### src/rtl/core/dpd_pkg.sv
`timescale 1ns / 1ps

package dpd_pkg;

    localparam int ERROR_WIDTH  = 16;

    localparam int CFG_DATA_W   = 16;
    localparam int CFG_IDX_W    = 1;

    typedef enum logic [CFG_IDX_W-1:0] {
        REG_PWM_MAX     = 1'b0,
        REG_INTEG_LIMIT = 1'b1
    } cfg_reg_t;

    localparam logic [15:0] PWM_MAX_RESET     = 16'd3000;
    localparam logic [14:0] INTEG_LIMIT_RESET = 15'd12800;

    localparam int PID_SHIFT    = 14;
    localparam int P_PROD_W     = 32;
    localparam int D_PROD_W     = 33;
    localparam int I_PROD_W     = ERROR_WIDTH + 17;
    localparam int SUM_W        = ((I_PROD_W > D_PROD_W) ? I_PROD_W : D_PROD_W) + 2;
    localparam int PID_W        = SUM_W - PID_SHIFT;
    localparam int DRV_W        = ((PID_W > 17) ? PID_W : 17) + 1;
    localparam int ACC_W        = ((ERROR_WIDTH > 15) ? ERROR_WIDTH : 15) + 1;

    localparam logic [ACC_W-1:0] INTEG_MAX =
        ACC_W'((64'd1 << (ERROR_WIDTH - 1)) - 64'd1);

endpackage

### src/rtl/core/differential_pid_drive.sv
`timescale 1ns / 1ps

// Differential drive PID steering. One item per cycle is accepted unless
// out_stall back-pressure fills the pipeline. Each result passes the input,
// product and result registers in turn. The integral and previous-error
// state close their loop in the first stage, so every item sees the state
// left by the item just before it. pwm_max and integ_limit are written
// through the wr_en / wr_index / wr_data port; the user must write them only
// while the block is idle (not enforced by the block); reset 3000 and 12800.
module differential_pid_drive
(
    input  logic                                 clk,
    input  logic                                 rst_n,

    input  logic                                 wr_en,
    input  logic [dpd_pkg::CFG_IDX_W-1:0]        wr_index,
    input  logic [dpd_pkg::CFG_DATA_W-1:0]       wr_data,

    input  logic                                 in_valid,
    output logic                                 in_stall,
    input  logic signed [14:0]                   angle_error,
    input  logic [15:0]                          base_drive,
    input  logic [15:0]                          gain_p,
    input  logic [15:0]                          gain_i,
    input  logic [15:0]                          gain_d,

    output logic                                 out_valid,
    input  logic                                 out_stall,
    output logic [15:0]                          left_drive,
    output logic [15:0]                          right_drive
);

    localparam int EW    = dpd_pkg::ERROR_WIDTH;
    localparam int SUM_W = dpd_pkg::SUM_W;
    localparam int DRV_W = dpd_pkg::DRV_W;
    localparam int ACC_W = dpd_pkg::ACC_W;

    logic [15:0]                    pwm_max_reg;
    logic [14:0]                    integ_limit_reg;

    logic signed [EW-1:0]           integ_reg;
    logic signed [EW-1:0]           integ_next;
    logic signed [14:0]             prev_error_reg;

    logic                           s1_valid_reg;
    logic signed [14:0]             s1_error_reg;
    logic [15:0]                    s1_base_reg;
    logic [15:0]                    s1_kp_reg;
    logic [15:0]                    s1_ki_reg;
    logic [15:0]                    s1_kd_reg;

    logic                           s2_valid_reg;
    logic [15:0]                    s2_base_reg;
    logic signed [dpd_pkg::P_PROD_W-1:0] s2_p_prod_reg;
    logic signed [dpd_pkg::I_PROD_W-1:0] s2_i_prod_reg;
    logic signed [dpd_pkg::D_PROD_W-1:0] s2_d_prod_reg;

    logic                           out_valid_reg;
    logic [15:0]                    left_reg;
    logic [15:0]                    right_reg;

    logic                           adv3;
    logic                           adv2;
    logic                           adv1;

    logic signed [15:0]             err_diff;
    logic signed [dpd_pkg::P_PROD_W-1:0] p_prod;
    logic signed [dpd_pkg::I_PROD_W-1:0] i_prod;
    logic signed [dpd_pkg::D_PROD_W-1:0] d_prod;

    logic [ACC_W-1:0]               lim_ext;
    logic signed [ACC_W-1:0]        lim;
    logic signed [ACC_W-1:0]        acc;
    logic signed [ACC_W-1:0]        acc_sat;

    logic signed [SUM_W-1:0]        sum;
    logic signed [dpd_pkg::PID_W-1:0] pid;
    logic signed [DRV_W-1:0]        base_ext;
    logic signed [DRV_W-1:0]        pid_ext;
    logic signed [DRV_W-1:0]        pwm_ext;
    logic signed [DRV_W-1:0]        left_raw;
    logic signed [DRV_W-1:0]        right_raw;
    logic [15:0]                    left_next;
    logic [15:0]                    right_next;

    function automatic logic [15:0] clamp_drive
    (
        input logic signed [DRV_W-1:0] v,
        input logic signed [DRV_W-1:0] vmax
    );
        logic [15:0] r;
        priority if (v <= $signed({DRV_W{1'b0}}))
        begin
            r = 16'd0;
        end
        else if (v >= vmax)
        begin
            r = vmax[15:0];
        end
        else
        begin
            r = v[15:0];
        end
        return r;
    endfunction

    // pipeline flow
    assign adv3     = !out_valid_reg || !out_stall;
    assign adv2     = !s2_valid_reg || adv3;
    assign adv1     = !s1_valid_reg || adv2;
    assign in_stall = !adv1;

    // configuration
    always_ff @(posedge clk or negedge rst_n)
    begin
        if (!rst_n)
        begin
            pwm_max_reg     <= dpd_pkg::PWM_MAX_RESET;
            integ_limit_reg <= dpd_pkg::INTEG_LIMIT_RESET;
        end
        else if (wr_en)
        begin
            unique case (dpd_pkg::cfg_reg_t'(wr_index))
                dpd_pkg::REG_PWM_MAX:     pwm_max_reg     <= wr_data[15:0];
                dpd_pkg::REG_INTEG_LIMIT: integ_limit_reg <= wr_data[14:0];
            endcase
        end
    end

    // stage 1: products and state update
    assign err_diff = 16'(s1_error_reg) - 16'(prev_error_reg);
    assign p_prod   = $signed({1'b0, s1_kp_reg}) * s1_error_reg;
    assign i_prod   = $signed({1'b0, s1_ki_reg}) * integ_reg;
    assign d_prod   = $signed({1'b0, s1_kd_reg}) * err_diff;

    assign lim_ext  = ACC_W'(integ_limit_reg);

    always_comb
    begin
        lim = (lim_ext > dpd_pkg::INTEG_MAX) ? $signed(dpd_pkg::INTEG_MAX)
                                              : $signed(lim_ext);
        acc = ACC_W'(integ_reg) + ACC_W'(s1_error_reg);
        priority if (acc > lim)
        begin
            acc_sat = lim;
        end
        else if (acc < -lim)
        begin
            acc_sat = -lim;
        end
        else
        begin
            acc_sat = acc;
        end
        integ_next = $signed(acc_sat[EW-1:0]);
    end

    always_ff @(posedge clk or negedge rst_n)
    begin
        if (!rst_n)
        begin
            s1_valid_reg   <= 1'b0;
            s2_valid_reg   <= 1'b0;
            out_valid_reg  <= 1'b0;
            integ_reg      <= '0;
            prev_error_reg <= '0;
        end
        else
        begin
            if (adv1)
            begin
                s1_valid_reg <= in_valid;
            end
            if (adv2)
            begin
                s2_valid_reg <= s1_valid_reg;
            end
            if (adv3)
            begin
                out_valid_reg <= s2_valid_reg;
            end
            if (s1_valid_reg && adv2)
            begin
                integ_reg      <= integ_next;
                prev_error_reg <= s1_error_reg;
            end
        end
    end

    always_ff @(posedge clk)
    begin
        if (adv1 && in_valid)
        begin
            s1_error_reg <= angle_error;
            s1_base_reg  <= base_drive;
            s1_kp_reg    <= gain_p;
            s1_ki_reg    <= gain_i;
            s1_kd_reg    <= gain_d;
        end
        if (adv2 && s1_valid_reg)
        begin
            s2_base_reg   <= s1_base_reg;
            s2_p_prod_reg <= p_prod;
            s2_i_prod_reg <= i_prod;
            s2_d_prod_reg <= d_prod;
        end
        if (adv3 && s2_valid_reg)
        begin
            left_reg  <= left_next;
            right_reg <= right_next;
        end
    end

    // stage 2: sum, shift and clamp
    assign sum       = SUM_W'(s2_p_prod_reg) + SUM_W'(s2_i_prod_reg) + SUM_W'(s2_d_prod_reg);
    assign pid       = $signed(sum[SUM_W-1:dpd_pkg::PID_SHIFT]);
    assign base_ext  = $signed({{(DRV_W-16){1'b0}}, s2_base_reg});
    assign pid_ext   = DRV_W'(pid);
    assign pwm_ext   = $signed({{(DRV_W-16){1'b0}}, pwm_max_reg});
    assign left_raw  = base_ext - pid_ext;
    assign right_raw = base_ext + pid_ext;
    assign left_next  = clamp_drive(left_raw, pwm_ext);
    assign right_next = clamp_drive(right_raw, pwm_ext);

    assign out_valid   = out_valid_reg;
    assign left_drive  = left_reg;
    assign right_drive = right_reg;

endmodule
### config.mk
export PLATFORM = sky130hd
export DESIGN_NAME = differential_pid_drive
export DESIGN_NICKNAME = d
export VERILOG_FILES = /design/src/rtl/core/dpd_pkg.sv /design/src/rtl/core/differential_pid_drive.sv
export SDC_FILE = /design/constraint.sdc
export NUM_CORES = 2
export LEC_CHECK = 0
export CORE_MARGIN = 2
export CORE_UTILIZATION = 35
export DETAILED_ROUTE_END_ITERATION = 10
export DONT_BUFFER_PORTS = 1
export PLACE_DENSITY = 0.62
export SETUP_SLACK_MARGIN = 0.15
export SKIP_CTS_REPAIR_TIMING = 1
export SYNTH_ARGS = -nofsm -noshare
export SYNTH_HDL_FRONTEND = slang
export SYNTH_SLANG_ARGS = --single-unit
### constraint.sdc
create_clock -name clk -period 9.15 [get_ports clk]
set_clock_uncertainty 0.1 [all_clocks]
set_input_delay 0.4575 -clock clk [delete_from_list [all_inputs] [get_ports clk]]
set_output_delay 0.4575 -clock clk [all_outputs]
set_load 0.05 [all_outputs]
* Word-level counts from Yosys, hierarchy flattened
Index checks and enable logic that the tools add are counted.
** Storage, ports and cells
- Input port bits :: 101
- Word-level logic and storage cells :: 54
- Output and inout port bits :: 34
- Register bits after elaboration :: 290
** Cells by class
- Mux-type cells :: 5
- Order comparisons :: 7
- Reduce and logical (&&, ||, !) cells :: 13
- $mul :: 3
- Add/sub/neg operators :: 7
- Bitwise gates (word level) :: 1
** Operators with widths (count)
- multiplier 17 x 16 -> 33 bit :: 2
- two-way mux 16 bit :: 4
- greater-or-equal comparator 22 x 17 -> 1 bit :: 2
- less-or-equal comparator 22 x 1 -> 1 bit (second input constant) :: 2
- adder 34 x 33 -> 35 bit :: 1
- adder 32 x 33 -> 34 bit :: 1
- multiplier 17 x 15 -> 32 bit :: 1
- adder 17 x 21 -> 22 bit :: 1
- subtractor 17 x 21 -> 22 bit :: 1
- adder 16 x 15 -> 17 bit :: 1
- > comparator 17 x 16 -> 1 bit :: 1
- less-than comparator 17 bit :: 1
- negation 15 -> 17 bit :: 1
- subtractor 15 x 15 -> 16 bit :: 1
- > comparator 15 bit (second input constant) :: 1
- two-way mux 15 bit :: 1
- zero test 1 bit :: 5
- AND reduction 2 bit :: 2
- logical AND 1 bit :: 3
- logical OR 1 bit :: 3
- NOT 1 bit :: 1

* Logic depth before layout (Yosys ltp)
- Depth after elaboration :: 6
- Gate-level depth with buffers :: 38
- Mapped depth without buffers :: 37

* Worst setup path before layout
OpenSTA, ideal clock, no wires.
- Path type :: register -> register
- From :: register s1_error_reg[1]
- To :: register s2_d_prod_reg[31] (netlist bit), data pin
- Data arrival time :: 8.271 ns
- Stages on the path, launching flop included :: 37
- Slack :: 0.521 ns
- Period minus slack after synthesis :: 8.629 ns
- Data required time :: 8.792 ns
- Path buffers :: 2
- Path through :: edfxtp_1 > clkbuf_1 > inv_1 > fa_1 > nor2b_1 > o21ai_0 > a21boi_0 > o21ai_0 > a21boi_0 > o21a_1 > nor2_1 > a2bb2oi_1 > a211oi_1 > o311ai_0 > clkbuf_1 > nand2_1 > fa_1 > fa_1 > inv_1 > fa_1 > fa_1 > fa_1 > inv_1 > fa_1 > inv_1 > ha_1 > inv_1 > o21bai_1 > a21o_1 > a21o_1 > a21o_1 > a22o_1 > a31oi_1 > o2111ai_1 > a31o_2 > a21oi_1 > xnor2_1
** Between the ends
- Cells in the longest elaborated chain, start to end :: 2
** Ends and longest elaborated chain
- from (decl) :: RTL line differential_pid_drive.sv:46 : logic signed [14:0] s1_error_reg;
- from (signal assigned) :: RTL line differential_pid_drive.sv:194 : s1_error_reg <= angle_error;
- subtractor 15 x 15 -> 16 bit :: RTL line differential_pid_drive.sv:131 : assign err_diff = 16'(s1_error_reg) - 16'(prev_error_reg);
- multiplier 17 x 16 -> 33 bit :: RTL line differential_pid_drive.sv:134 : assign d_prod = $signed({1'b0, s1_kd_reg}) * err_diff;
- named net d_prod (one bit) :: RTL line differential_pid_drive.sv:69 : logic signed [dpd_pkg::D_PROD_W-1:0] d_prod;
- to (signal assigned) :: RTL line differential_pid_drive.sv:205 : s2_d_prod_reg <= d_prod;
- to (decl) :: RTL line differential_pid_drive.sv:56 : logic signed [dpd_pkg::D_PROD_W-1:0] s2_d_prod_reg;
The timed path passes the listed nets, and every way through them passes these cells.
A chain may end at the register's enable or synchronous reset.

* Final worst setup path
- From :: register prev_error_reg[0]
- To :: register s2_d_prod_reg[31] (netlist bit), data pin
** Between the ends
- Cells in the longest elaborated chain, start to end :: 2
** Ends and longest elaborated chain
- from (decl) :: RTL line differential_pid_drive.sv:43 : logic signed [14:0] prev_error_reg;
- from (signal assigned) :: RTL line differential_pid_drive.sv:185 : prev_error_reg <= s1_error_reg;
- subtractor 15 x 15 -> 16 bit :: RTL line differential_pid_drive.sv:131
- multiplier 17 x 16 -> 33 bit :: RTL line differential_pid_drive.sv:134
- named net d_prod (one bit) :: RTL line differential_pid_drive.sv:69
The timed path passes the listed nets, and every way through them passes these cells.

==> results.md <==
* Outcome: complete, no violations
* Min-Delay Path Class: in2reg
* Worst path required time at between 9 and 10 ns
* Port Buffers at 0
* Fin. Hold Viols at 0
* Post-Syn Nets at between 5000 and 6000
* Cells after Synth at between 4000 and 5000
* Synth cell types at 80
* TritonCTS Buffers at between 40 and 50
* Synth top area cells: fa_1 (29%), edfxtp_1 (16%), ha_1 (15%)
* TritonCTS Sinks at between 200 and 300
* Synth warn at 0
* Clock buffer depth at 3
* H-tree levels at 2
* Synth area leader: fa_1
* Vias in the first global route at 31190
* Kind of launch point of the worst setup path: flip-flop
* Crit-path max cell delay at between 0.5 and 0.6 ns
* CP max-delay cell: fa_1
* GP Congestion at roughly 0.93
* Most frequent cells in the layout: inv_1 (830), fa_1 (605), ha_1 (519), nand2_1 (499), and2_1 (310)
* Slew Limit Fails at 0
* Worst skew pair latency at slightly above 0.6 ns
* ANT nets after route at 0
* CP Data Arrival Time at just under 9 ns
* Std cell rows at around 130
* Most common cell type on the critical path: fa_1
* Setup crit end kind: flip-flop
* Setup TNS at 0 ns
* Critical path class: reg2reg
* Top FF cell, synth: edfxtp_1
* Post-route design area at around 47000 µm²
* Drt pass-1 iters at 5
* Register area share after synthesis at around 20%
* GRT Residual Overflow at 0
* RSZ-0062 raised after global routing: false
* DRC violations left at 0
* Fmax at between 0.1 and 0.15 GHz
* Max-capacitance violation count at 0
* Tcrit/Tclk final at 94.67%
* Ys async rst share at ~22%
* Die Height at roughly 350 µm
* Share of cells above drive strength 1 at 4.499%
* Synthesized cell area at 42190 µm²
* Ports at roughly 140
* Cell family with most CP delay: adder cells
* Initial core utilization at 35.21%
* Average routed wire per standard cell at 18.26 µm
* Via density at slightly below 5
* Worst Path Max Fanout at 4
* Mean post-synth cell area at a little under 10 µm²
* Core footprint at around 120000 µm²
* Iteration-0 DRC Markers at 1920
* Setup-failing EPs final at 0
* First-pass GRT wire length at between 150000 and 200000 µm
* Relative slew slack at roughly 22%
* Commonest non-fill, non-tap cell in the layout: inv_1
* Initial antenna violation count at 8
* Die ar. at ~120000 µm²
* CP Buf/Inv Count at 7
* Nets at between 5000 and 6000
* Worst Max-Slew Pin Slew at 1.164 ns
* Area share of the largest cell type after synthesis at roughly 29%
* Layout area overhead at 10.40%
* Post-synth EDFFs at approximately 230
* Final min period at 8.662 ns
* Pin count of the biggest net entering global routing at 96
* Placed Area at between 40000 and 50000 µm²
* CTS tree: yes
* Post-DP HPWL at a little under 90000 µm
* DR vias at 30160
* DIE WIDTH at about 350 µm
* Reg clk slew, reported paths at approximately 0.070 ns
* Root buffer cell: clkbuf_16
* WL final at around 110000 µm
* Filler instances at about 12000
* GRT Util Overall at 18.38%
* Synthesis-stage register bit count at 290
## cell usage after synthesis (all sizes together), types with 55 or more instances
cell	n
a21oi	132
dfrtp	55
and2	311
nor2b	62
nor2	133
nand2b	60
inv	831
edfxtp	225
a21o	73
xnor2	121
o21ai	113
clkbuf	122
fa	605
ha	519
nand2	499
## worst reg2reg max path, delay by kind of cell (launching register included)
family,cells,cell delay (ns)
AOI/OAI and AO/OA,16,2.85
adders and majority gates,9,3.88
buffers and inverters,7,0.60
xor gates and xnor gates,2,0.19
and+or+nand+nor,3,0.37
DFF,1,0.40
## per-layer routing
| layer | part of all wire, % | track usage [%] | vias to the layer above |
|---|---|---|---|
| li1 | - | - | 14050 |
| met1 | 44 | 24.45 | 15060 |
| met2 | 46 | 29.59 | 895 |
| met3 | 7.0 | 4.230 | 157 |
| met4 | 2.9 | 5.887 | 4 |
| met5 | 0.019 | 0 | - |
## cells by family after synthesis
| family | Yosys count | share of synthesized area, % |
|---|---|---|
| multiplexers | 30 | 0.7593 |
| adder cells (fa/ha/maj) | 1124 | 44.10 |
| AO/OA/AOI/OAI | 536 | 8.533 |
| buffers and inverters | 968 | 8.767 |
| flip-flops | 290 | 19.90 |
| XOR/XNOR | 161 | 3.343 |
| AND/OR/NAND/NOR | 1245 | 14.59 |
## metrics by stage
step	std cells	worst slack (ns)	hold WS, ns	utilization (%)
3_3_place_gp	5879	0.3744	0.06938	36.76
2_1_floorplan	4354	0.5205	0.06191	-
4_1_cts	5955	0.1469	-0.6023	37.96
6_report	6063	0.4879	0.1467	38.87
3_5_place_dp	5879	0.2085	0.06907	36.76
5_1_grt	6060	0.07682	0.1455	38.86
## layout make-up
| type | instances | area (µm²) | area share [%] |
|---|---|---|---|
| clock inverters | 31 | 384.1 | 0.8248 |
| flip-flops and latches | 290 | 8396 | 18.03 |
| well taps | 1612 | 2017 | 4.331 |
| clock buffers | 45 | 1061 | 2.278 |
| multi-input cells | 3096 | 30170 | 64.79 |
| diodes | 6 | 15.01 | 0.03224 |
| repair buffers | 151 | 1399 | 3.004 |
| inverters | 832 | 3128 | 6.717 |
## path summary, 6_finish.rpt
kind	from	to	slack, ns	cells past startpoint
max in group asynchronous	rst_n	prev_error_reg[1]	8.31	2
min in group asynchronous	rst_n	integ_limit_reg[8]	0.28	2
min	out_stall	left_drive[13]	0.15	1
max	prev_error_reg[0]	s2_d_prod_reg[31]	0.49	37
max reg2reg	prev_error_reg[0]	s2_d_prod_reg[31]	0.49	37
min reg2reg	s1_base_reg[1]	s2_base_reg[1]	0.32	0
Power is not shown: default switching activity piles up to over one toggle a cycle in this logic, so the estimate is an artifact.
